`config.mk`:
```
export PLATFORM = sky130hd
export DESIGN_NAME = flash_erase_before_write_tracker_unit
export DESIGN_NICKNAME = d
export VERILOG_FILES = /design/src/design/fbw_pkg.sv /design/src/design/fbw_mark_store.sv /design/src/design/fbw_req_check.sv /design/src/design/fbw_walker.sv /design/src/design/fbw_out_slot.sv /design/src/design/flash_erase_before_write_tracker_unit.sv
export VERILOG_INCLUDE_DIRS = /design/src /design/src/design
export SDC_FILE = /design/constraint.sdc
export NUM_CORES = 1
export LEC_CHECK = 0
export BUFFER_PORTS_ARGS = -buffer_cell sky130_fd_sc_hd__buf_2
export CAP_MARGIN = 15
export CORE_ASPECT_RATIO = 1.1
export CORE_MARGIN = 2
export CORE_UTILIZATION = 56
export CTS_BUF_LIST = sky130_fd_sc_hd__clkbuf_8
export CTS_CLUSTER_SIZE = 10
export DETAILED_ROUTE_END_ITERATION = 8
export PLACE_DENSITY = 0.81
export SETUP_SLACK_MARGIN = 0.02
export SLEW_MARGIN = 20
export SYNTH_ARGS = -nofsm -noshare
export SYNTH_HDL_FRONTEND = slang
export SYNTH_HIERARCHICAL = 1
export SYNTH_SLANG_ARGS = --single-unit
```
`constraint.sdc`:
```
create_clock -name clk -period 6.9 [get_ports clk]
set_input_delay 1.38 -clock clk [delete_from_list [all_inputs] [get_ports clk]]
set_output_delay 1.38 -clock clk [all_outputs]
set_load 0.005 [all_outputs]
```
`src/design/flash_erase_before_write_tracker_unit_defines.svh`:
```
// assertion helpers shared by the tracker modules
`ifndef FLASH_ERASE_BEFORE_WRITE_TRACKER_UNIT_DEFINES_SVH
`define FLASH_ERASE_BEFORE_WRITE_TRACKER_UNIT_DEFINES_SVH

// consequent must hold in the same cycle as the antecedent
`define FBW_ASSERT_SAME(name, clock, rst_n, ante, cons, msg) \
	name: assert property (@(posedge clock) disable iff (!rst_n) (ante) |-> (cons)) \
		else $error(msg);

// consequent must hold in the cycle after the antecedent
`define FBW_ASSERT_NEXT(name, clock, rst_n, ante, cons, msg) \
	name: assert property (@(posedge clock) disable iff (!rst_n) (ante) |=> (cons)) \
		else $error(msg);

`endif

```
`src/design/fbw_pkg.sv`:
```
package fbw_pkg;

	// field widths
	localparam int ADDR_W     = 24;
	localparam int LEN_W      = 13;
	localparam int LG_W       = 5;
	localparam int CNT_W      = 9;
	localparam int CMD_W      = 2;
	localparam int CFG_IDX_W  = 1;
	localparam int CFG_DATA_W = 9;

	// stream packing
	localparam int IN_TDATA_W  = 40;
	localparam int OUT_TDATA_W = 40;
	localparam int OUT_PAD_W   = OUT_TDATA_W - ADDR_W - LEN_W;

	// mark memory organization: rows of eight marks
	localparam int BLK_W    = 8;
	localparam int COL_W    = 3;
	localparam int ROW_W    = BLK_W - COL_W;
	localparam int NUM_ROWS = 1 << ROW_W;
	localparam int ROW_BITS = 1 << COL_W;

	// limits
	localparam logic [LG_W-1:0]  LOG2_MIN        = 5'd9;
	localparam logic [LG_W-1:0]  LOG2_MAX        = 5'd20;
	localparam logic [CNT_W-1:0] MAX_BLOCKS      = 9'd256;
	localparam logic [LEN_W-1:0] MAX_WRITE_BYTES = 13'd4096;
	localparam int               MAX_SPAN        = 9;

	// register reset values
	localparam logic [LG_W-1:0]  LG_RESET     = 5'd12;
	localparam logic [CNT_W-1:0] BLOCKS_RESET = 9'd256;

	typedef enum logic [CFG_IDX_W-1:0] {
		REG_BLOCK_SIZE_LOG2 = 1'b0,
		REG_BLOCKS_IN_USE   = 1'b1
	} cfg_reg_t;

	typedef enum logic [CMD_W-1:0] {
		CMD_ERASE  = 2'd0,
		CMD_WRITE  = 2'd1,
		CMD_REJECT = 2'd2
	} cmd_t;

	typedef struct packed {
		cmd_t              command;
		logic [ADDR_W-1:0] target_address;
		logic [LEN_W-1:0]  write_length;
		logic              last;
	} res_t;

	typedef struct packed {
		logic             reject;
		logic [BLK_W-1:0] first_blk;
		logic [BLK_W-1:0] last_blk;
		logic [LG_W-1:0]  lg;
	} chk_t;

	typedef struct packed {
		logic                rd_en;
		logic [ROW_W-1:0]    rd_row;
		logic                wr_en;
		logic [ROW_W-1:0]    wr_row;
		logic [ROW_BITS-1:0] wr_data;
		logic                clear;
	} mark_req_t;

	typedef enum logic [2:0] {
		ST_IDLE,
		ST_CHECK,
		ST_LOAD,
		ST_FETCH,
		ST_WALK,
		ST_FINISH
	} walk_state_t;

endpackage

```
`src/design/fbw_mark_store.sv`:
```
`include "flash_erase_before_write_tracker_unit_defines.svh"

module fbw_mark_store
	import fbw_pkg::*;
(
	input  logic                clk,
	input  logic                arst_n,
	input  mark_req_t           req,
	output logic [ROW_BITS-1:0] rd_data
);

	logic [ROW_BITS-1:0] mem [NUM_ROWS];
	logic [NUM_ROWS-1:0] row_valid_q;
	logic [ROW_BITS-1:0] mem_s1;
	logic                valid_s1;

	// row memory, one write and one registered read per cycle
	always_ff @(posedge clk) begin
		if (req.wr_en) begin
			mem[req.wr_row] <= req.wr_data;
		end
		if (req.rd_en) begin
			mem_s1 <= mem[req.rd_row];
		end
	end

	// per-row written flags, dropped at once by reset or a clear request
	always_ff @(posedge clk or negedge arst_n) begin
		if (!arst_n) begin
			row_valid_q <= '0;
			valid_s1    <= 1'b0;
		end else begin
			if (req.clear) begin
				row_valid_q <= '0;
			end else if (req.wr_en) begin
				row_valid_q[req.wr_row] <= 1'b1;
			end
			if (req.rd_en) begin
				valid_s1 <= row_valid_q[req.rd_row];
			end
		end
	end

	// a row never written since the last clear reads as all clear
	assign rd_data = valid_s1 ? mem_s1 : '0;

	`FBW_ASSERT_SAME(a_clear_without_write, clk, arst_n, req.clear, !req.wr_en && !req.rd_en, "mark clear overlaps a memory access")

endmodule

```
`src/design/fbw_req_check.sv`:
```
module fbw_req_check
	import fbw_pkg::*;
(
	input  logic [ADDR_W-1:0] address,
	input  logic [LEN_W-1:0]  length,
	input  logic [LG_W-1:0]   block_size_log2,
	input  logic [CNT_W-1:0]  blocks_in_use,
	output chk_t              chk
);

	logic [LG_W-1:0]  lg;
	logic [CNT_W-1:0] count;
	logic [ADDR_W:0]  end_addr;
	logic [ADDR_W:0]  first_full;
	logic [ADDR_W:0]  last_full;
	logic [ADDR_W:0]  span;

	// clamp settings, find the touched block range and check its limits
	always_comb begin
		lg = block_size_log2;
		if (lg < LOG2_MIN) begin
			lg = LOG2_MIN;
		end else if (lg > LOG2_MAX) begin
			lg = LOG2_MAX;
		end
		count = (blocks_in_use > MAX_BLOCKS) ? MAX_BLOCKS : blocks_in_use;

		end_addr   = {1'b0, address} + (ADDR_W + 1)'(length) - (ADDR_W + 1)'(1);
		first_full = {1'b0, address} >> lg;
		last_full  = end_addr >> lg;
		span       = last_full - first_full + (ADDR_W + 1)'(1);

		chk.reject    = (length == '0) || (length > MAX_WRITE_BYTES) || end_addr[ADDR_W] ||
		                (last_full >= (ADDR_W + 1)'(count)) ||
		                (span > (ADDR_W + 1)'(MAX_SPAN));
		chk.first_blk = first_full[BLK_W-1:0];
		chk.last_blk  = last_full[BLK_W-1:0];
		chk.lg        = lg;
	end

endmodule

```
`src/design/fbw_walker.sv`:
```
`include "flash_erase_before_write_tracker_unit_defines.svh"

module fbw_walker
	import fbw_pkg::*;
(
	input  logic                clk,
	input  logic                arst_n,
	input  logic                s_tvalid,
	output logic                s_tready,
	input  logic                func,
	input  logic [ADDR_W-1:0]   address,
	input  logic [LEN_W-1:0]    length,
	input  logic [LG_W-1:0]     cfg_lg,
	input  logic [CNT_W-1:0]    cfg_blocks,
	output mark_req_t           mem_req,
	input  logic [ROW_BITS-1:0] rd_data,
	input  logic                out_free,
	output logic                push,
	output res_t                res
);

	walk_state_t         state_q, state_d;
	logic [ADDR_W-1:0]   addr_q;
	logic [LEN_W-1:0]    len_q;
	logic [BLK_W-1:0]    blk_q;
	logic [BLK_W-1:0]    last_q;
	logic [LG_W-1:0]     blk_lg_q;
	logic                reject_q;
	logic [ROW_BITS-1:0] row_buf_q;
	chk_t                chk;
	logic [COL_W-1:0]    col;
	logic [ROW_BITS-1:0] col_bit;
	logic [ADDR_W+BLK_W-1:0] wide_addr;
	logic                advance;
	logic                set_bit;

	fbw_req_check u_check (
		.address         (addr_q),
		.length          (len_q),
		.block_size_log2 (cfg_lg),
		.blocks_in_use   (cfg_blocks),
		.chk             (chk)
	);

	// position of the current block inside the buffered row
	assign col       = blk_q[COL_W-1:0];
	assign col_bit   = ROW_BITS'(1) << col;
	assign wide_addr = (ADDR_W + BLK_W)'(blk_q) << blk_lg_q;

	// next state and outputs
	always_comb begin
		state_d  = state_q;
		s_tready = 1'b0;
		mem_req  = '0;
		push     = 1'b0;
		res      = '0;
		advance  = 1'b0;
		set_bit  = 1'b0;
		unique case (state_q)
			ST_IDLE: begin
				s_tready = 1'b1;
				if (s_tvalid) begin
					if (func) begin
						mem_req.clear = 1'b1;
					end else begin
						state_d = ST_CHECK;
					end
				end
			end
			ST_CHECK: begin
				state_d = chk.reject ? ST_FINISH : ST_LOAD;
			end
			ST_LOAD: begin
				mem_req.rd_en  = 1'b1;
				mem_req.rd_row = blk_q[BLK_W-1:COL_W];
				state_d        = ST_FETCH;
			end
			ST_FETCH: begin
				state_d = ST_WALK;
			end
			ST_WALK: begin
				if (!row_buf_q[col]) begin
					if (out_free) begin
						push               = 1'b1;
						res.command        = CMD_ERASE;
						res.target_address = wide_addr[ADDR_W-1:0];
						set_bit            = 1'b1;
						mem_req.wr_en      = 1'b1;
						mem_req.wr_row     = blk_q[BLK_W-1:COL_W];
						mem_req.wr_data    = row_buf_q | col_bit;
						advance            = 1'b1;
					end
				end else begin
					advance = 1'b1;
				end
				if (advance) begin
					if (blk_q == last_q) begin
						state_d = ST_FINISH;
					end else if (col == '1) begin
						state_d = ST_LOAD;
					end
				end
			end
			ST_FINISH: begin
				if (out_free) begin
					push = 1'b1;
					if (reject_q) begin
						res.command = CMD_REJECT;
					end else begin
						res.command        = CMD_WRITE;
						res.target_address = addr_q;
						res.write_length   = len_q;
					end
					res.last = 1'b1;
					state_d  = ST_IDLE;
				end
			end
			default: begin
				state_d = ST_IDLE;
			end
		endcase
	end

	// state register
	always_ff @(posedge clk or negedge arst_n) begin
		if (!arst_n) begin
			state_q <= ST_IDLE;
		end else begin
			state_q <= state_d;
		end
	end

	// request, range and row buffer
	always_ff @(posedge clk) begin
		if (state_q == ST_IDLE && s_tvalid && !func) begin
			addr_q <= address;
			len_q  <= length;
		end
		if (state_q == ST_CHECK) begin
			blk_q    <= chk.first_blk;
			last_q   <= chk.last_blk;
			blk_lg_q <= chk.lg;
			reject_q <= chk.reject;
		end
		if (state_q == ST_FETCH) begin
			row_buf_q <= rd_data;
		end
		if (set_bit) begin
			row_buf_q <= row_buf_q | col_bit;
		end
		if (advance) begin
			blk_q <= blk_q + BLK_W'(1);
		end
	end

	`FBW_ASSERT_NEXT(a_last_to_idle, clk, arst_n, push && res.last, state_q == ST_IDLE, "walker did not return to idle after the last transfer")
	`FBW_ASSERT_SAME(a_walk_in_range, clk, arst_n, state_q == ST_WALK, blk_q <= last_q, "walk passed the last block of the request")
	`FBW_ASSERT_SAME(a_erase_sets_mark, clk, arst_n, push && res.command == CMD_ERASE, mem_req.wr_en && mem_req.wr_row == blk_q[BLK_W-1:COL_W], "erase issued without updating its mark row")

endmodule

```
`src/design/fbw_out_slot.sv`:
```
module fbw_out_slot
	import fbw_pkg::*;
(
	input  logic                   clk,
	input  logic                   arst_n,
	input  logic                   push,
	input  res_t                   res_in,
	output logic                   out_free,
	output logic                   m_tvalid,
	input  logic                   m_tready,
	output logic [OUT_TDATA_W-1:0] m_tdata,   // target_address, write_length, zero pad
	output logic [CMD_W-1:0]       m_tuser,   // command
	output logic                   m_tlast
);

	logic valid_q;
	res_t res_q;

	// slot can take a new result when empty or being drained this cycle
	assign out_free = !valid_q || m_tready;

	always_ff @(posedge clk or negedge arst_n) begin
		if (!arst_n) begin
			valid_q <= 1'b0;
		end else if (push) begin
			valid_q <= 1'b1;
		end else if (m_tready) begin
			valid_q <= 1'b0;
		end
	end

	always_ff @(posedge clk) begin
		if (push) begin
			res_q <= res_in;
		end
	end

	// result transfer
	assign m_tvalid = valid_q;
	assign m_tdata  = {{OUT_PAD_W{1'b0}}, res_q.write_length, res_q.target_address};
	assign m_tuser  = res_q.command;
	assign m_tlast  = res_q.last;

endmodule

```
`src/design/flash_erase_before_write_tracker_unit.sv`:
```
// channel  dir  handshake          payload
// s_       in   s_tvalid/s_tready  tdata: address[23:0], length[36:24]; tuser: func
// m_       out  m_tvalid/m_tready  tdata: target_address[23:0], write_length[36:24];
//                                  tuser: command; tlast: last
// cfg_     in   cfg_wr_en          cfg_index selects register, cfg_data value
//
// a clear request is handled in idle and stays there; a rejected write goes from
// check straight to finish; a write goes through check, then for each row of eight
// marks it touches a load and a fetch for the registered row read and a walk over
// that row's blocks, and ends in finish, which gives the write result
// reset and clear drop all marks at once through per-row flags, no clearing pass
// one result per cycle at most; a stalled m_ side holds the walk, the input takes
// the next request while the final result still waits in the output register
module flash_erase_before_write_tracker_unit
	import fbw_pkg::*;
(
	input  logic                   clk,
	input  logic                   arst_n,
	input  logic                   s_tvalid,
	output logic                   s_tready,
	input  logic [IN_TDATA_W-1:0]  s_tdata,   // address, length, zero pad
	input  logic                   s_tuser,   // func
	output logic                   m_tvalid,
	input  logic                   m_tready,
	output logic [OUT_TDATA_W-1:0] m_tdata,   // target_address, write_length, zero pad
	output logic [CMD_W-1:0]       m_tuser,   // command
	output logic                   m_tlast,
	input  logic                   cfg_wr_en,
	input  logic [CFG_IDX_W-1:0]   cfg_index,
	input  logic [CFG_DATA_W-1:0]  cfg_data
);

	logic [LG_W-1:0]     lg_cfg_q;
	logic [CNT_W-1:0]    blocks_cfg_q;
	mark_req_t           mem_req;
	logic [ROW_BITS-1:0] rd_data;
	logic                out_free;
	logic                push;
	res_t                res;

	// configuration registers
	always_ff @(posedge clk or negedge arst_n) begin
		if (!arst_n) begin
			lg_cfg_q     <= LG_RESET;
			blocks_cfg_q <= BLOCKS_RESET;
		end else if (cfg_wr_en) begin
			unique case (cfg_reg_t'(cfg_index))
				REG_BLOCK_SIZE_LOG2: lg_cfg_q     <= cfg_data[LG_W-1:0];
				REG_BLOCKS_IN_USE:   blocks_cfg_q <= cfg_data[CNT_W-1:0];
				default:             lg_cfg_q     <= lg_cfg_q;
			endcase
		end
	end

	fbw_mark_store u_marks (
		.clk     (clk),
		.arst_n  (arst_n),
		.req     (mem_req),
		.rd_data (rd_data)
	);

	fbw_walker u_walker (
		.clk        (clk),
		.arst_n     (arst_n),
		.s_tvalid   (s_tvalid),
		.s_tready   (s_tready),
		.func       (s_tuser),
		.address    (s_tdata[ADDR_W-1:0]),
		.length     (s_tdata[ADDR_W+LEN_W-1:ADDR_W]),
		.cfg_lg     (lg_cfg_q),
		.cfg_blocks (blocks_cfg_q),
		.mem_req    (mem_req),
		.rd_data    (rd_data),
		.out_free   (out_free),
		.push       (push),
		.res        (res)
	);

	fbw_out_slot u_out (
		.clk      (clk),
		.arst_n   (arst_n),
		.push     (push),
		.res_in   (res),
		.out_free (out_free),
		.m_tvalid (m_tvalid),
		.m_tready (m_tready),
		.m_tdata  (m_tdata),
		.m_tuser  (m_tuser),
		.m_tlast  (m_tlast)
	);

endmodule

```
==> results_dict.tcl <==
set metrics [dict create \
    crit_arrival_ns 7.45 \
    yosysMostFrequentCell "edfxtp_1" \
    vdd_drop_max_v 0.000233 \
    reg2reg_from "u_walker/len_q[1]" \
    drc_errors 0 \
    synth_common_cells "371 x edfxtp_1, 194 x nor2_1, 102 x a21oi_1, 99 x inv_1, 99 x nand2_1" \
    reg2reg_depth 34 \
    area_delta_synth_final_pct 17.4 \
    final_antenna_net_count 0 \
    slowest_delay_ns 0.57 \
    path_class "reg -> reg" \
    syn_area_per_cell_sq_um 12.8 \
    ys_seq_area_frac 0.555 \
    fmax_ghz 0.143 \
    drt_first_pass_iters 6 \
    track_usage 0.272 \
    cts.clk_slew.worst_paths_ns 0.06 \
    rrSetupSlack_ns -0.08 \
    fin_setup_tns_ns -0.156 \
    netlist_top_cells_area "edfxtp_1 50%, mux4_2 8.8%, dfrtp_1 5.4%" \
    grt_max_degree 52 \
    syn_area_sq_um 22400 \
    fin_crit_ns 6.98 \
    routedWlPerCell_um 21.8 \
    p_per_area_nw_per_um2 384 \
    io_buffers 94 \
    start_util 0.570 \
    dpl.hpwl_mm 39.0 \
    clockBufferDepth 3 \
    n_antenna_cell 0 \
    max_cap_viol_count 0 \
    finalHoldViolCount 0 \
    relSlewSlack 0.271 \
    synth_edf_count 371 \
    yosys_warnings 6 \
    yosysTopAreaCellShare 0.498 \
    totalWireLength_mm 56.5 \
    clock_skew_ns 0.0457 \
    dp_cells 2456 \
    setup_slack_ns -0.0818 \
    place_congestion 0.959 \
    crit_top_cell "buf_4" \
    syn-instance-count 1747 \
    ys_types 93 \
    clk_latency_ns 0.63 \
    worstHoldPathCells 1 \
    die-area_sq_um 41600 \
    vias 15900 \
    viasPerCell 6.13 \
    p_leak_uw 0.00992 \
    ys_async_sr_fraction 0.121 \
    grt_overflow_total 0 \
    slew_violations 0 \
    clock-sinks 422 \
    r2r_end "u_walker/state_q[2]" \
    worstMarginPinSlew_ns 1.09 \
    violations "setup timing" \
    end_kind "flop" \
    coreArea_sq_um 39300 \
    die-width_um 195 \
    path_max_fanout 5 \
    antenna_found_initial 1 \
    hold_end "blocks_cfg_q[0]" \
    pin_count 101 \
    grt_pass1_wl_mm 87.2 \
    ys.flop_type "edfxtp_1" \
    rsz0062_at_grt "yes" \
    ys_ff_latch 422 \
    die-height_um 214 \
    cts_root_buf "clkbuf_8" \
    grt_pass1_vias 16000 \
    nNetsFinal 2190 \
    drive_gt1_frac 0.308 \
    yosysTopAreaCell "edfxtp_1" \
    finalSetupViolations 2 \
    start_kind "flop" \
    cp_slowest_cell "or4_4" \
    instances_no_fill 2593 \
    fin_crit_sh 1.01 \
    cts_made_buffers 69 \
    worst_hold_startpoint "blocks_cfg_q[0]" \
    status "complete, but fails checks" \
    cts_hold_buf 0 \
    drt_first_iter_violations 1371 \
    required_ns 7.37 \
    htree_levels 3 \
    rows 76 \
    hold_path_class "reg -> reg" \
    tritoncts "yes" \
]
sequential cells by signal, indices dropped and copies added (netlist names):
signal and count:
u_marks/valid_s1 1, u_walker/last_q 8, u_walker/state_q 3, u_marks/row_valid_q 32
blocks_cfg_q 9, u_walker/reject_q 1, u_walker/addr_q 24, u_walker/len_q 13
lg_cfg_q 5, u_out/m_tdata 37, u_out/m_tuser 2, u_walker/blk_q 8
u_marks/mem 256, u_marks/mem_s1 8, u_out/m_tlast 1, u_out/m_tvalid 1
u_walker/row_buf_q 8, u_walker/blk_lg_q 5
worst max-delay path by stage:
stage	cells after the start	start	to	slack (ns)
6_report	34	u_walker/len_q[1]	u_walker/state_q[2]	-0.08
5_1_grt	33	u_walker/len_q[1]	u_walker/state_q[0]	-0.50
4_1_cts	34	u_walker/len_q[1]	u_walker/state_q[0]	-0.14
3_5_place_dp	33	u_walker/len_q[1]	u_walker/state_q[0]	-0.62
3_3_place_gp	34	u_walker/addr_q[1]	u_walker/state_q[0]	-0.50
2_1_floorplan	31	u_walker/len_q[1]	u_walker/state_q[0]	0.17
where the power goes:
part / internal [uW] / switching (uW) / total, uW
sequential: 3330 / 280 / 3610
combinational: 1970 / 2510 / 4480
clock: 1000 / 991 / 1990
total: 6300 / 3780 / 10100
cells in the final DEF, fill, tap and decap left out, types with 9 or more instances in the layout:
cell | Yosys | layout
clkbuf_8 | 0 | 71
edfxtp_1 | 371 | 371
xnor2_1 | 17 | 14
a211oi_1 | 19 | 17
a31oi_1 | 17 | 16
nor2b_1 | 13 | 13
dfrtp_1 | 48 | 48
or2_2 | 14 | 14
mux2_2 | 39 | 37
o21a_1 | 10 | 10
a22oi_1 | 11 | 9
a21o_1 | 13 | 13
clkinv_1 | 0 | 10
nand3_1 | 25 | 25
nand2_1 | 99 | 98
o21ai_1 | 6 | 11
inv_1 | 99 | 120
and2_1 | 34 | 32
a21oi_1 | 102 | 95
nor3_1 | 14 | 14
mux4_2 | 87 | 87
o21ai_2 | 4 | 10
nand4_1 | 13 | 13
ha_1 | 96 | 87
mux2i_1 | 47 | 44
conb_1 | 3 | 20
ha_4 | 0 | 9
o21ai_0 | 40 | 28
a32o_1 | 9 | 9
nor2_4 | 1 | 9
nand2b_1 | 14 | 13
o211ai_1 | 13 | 13
buf_4 | 11 | 199
a21oi_2 | 5 | 11
xor2_1 | 23 | 22
and3_1 | 14 | 13
buf_2 | 21 | 94
nor2_1 | 194 | 182
layout make-up:
class | count | area (sq um)
Fill cell | 2758 | 13000
Clock inverter | 50 | 262
Tap cell | 507 | 634
Timing Repair Buffer | 293 | 1960
Clock buffer | 71 | 977
Sequential cell | 422 | 12400
Inverter | 105 | 397
Multi-Input combinational cell | 1145 | 9630
kinds of logic after synthesis:
group           Yosys count  synth area share
buf+inv                 197            0.0383
xor+xnor                 40            0.0156
compound gates          336             0.104
fa+ha+maj                98            0.0554
simple gates            475             0.100
flops                   422             0.555
mux                     176             0.130
other cells               3          0.000503
worst max-delay path, delay by kind of cell (launching register included):
family                   cells  cell delay, ns
AND/OR/NAND/NOR              4            0.99
XOR/XNOR                     1            0.15
multiplexers                 1            0.19
flip-flops                   1            0.39
buffers and inverters        7            0.88
adder cells (fa/ha/maj)      5            1.35
AO/OA/AOI/OAI               16            2.90
repair_timing:
action | 4_1_cts | 5_1_grt
endpoints found under the hold margin | 0 | 0
pin swaps | 37 | 26
setup buffers | 9 | 7
gates resized for setup | 39 | 42
setup endpoints to repair | 4 | 4
metal layers:
layer  GRT usage  part of all wire  up-vias
met4       0.109             0.034        2
met5           0           0.00027        -
met3      0.0483             0.072      146
met2       0.474              0.50      745
met1       0.341              0.39     7825
li1            -                 -     7168
metrics by stage:
stage	hold slack [ns]	area (sq um)	total power [uW]	util	setup slack, ns
2_1_floorplan	0.466	22500	6080	-	0.169
3_3_place_gp	0.477	24500	7500	0.624	-0.499
3_5_place_dp	0.487	24500	7630	0.624	-0.620
4_1_cts	0.501	26000	9810	0.662	-0.142
5_1_grt	0.518	26300	10600	0.669	-0.505
6_report	0.499	26300	10100	0.669	-0.0818
Note: power is estimated with default switching activity, not from simulation.
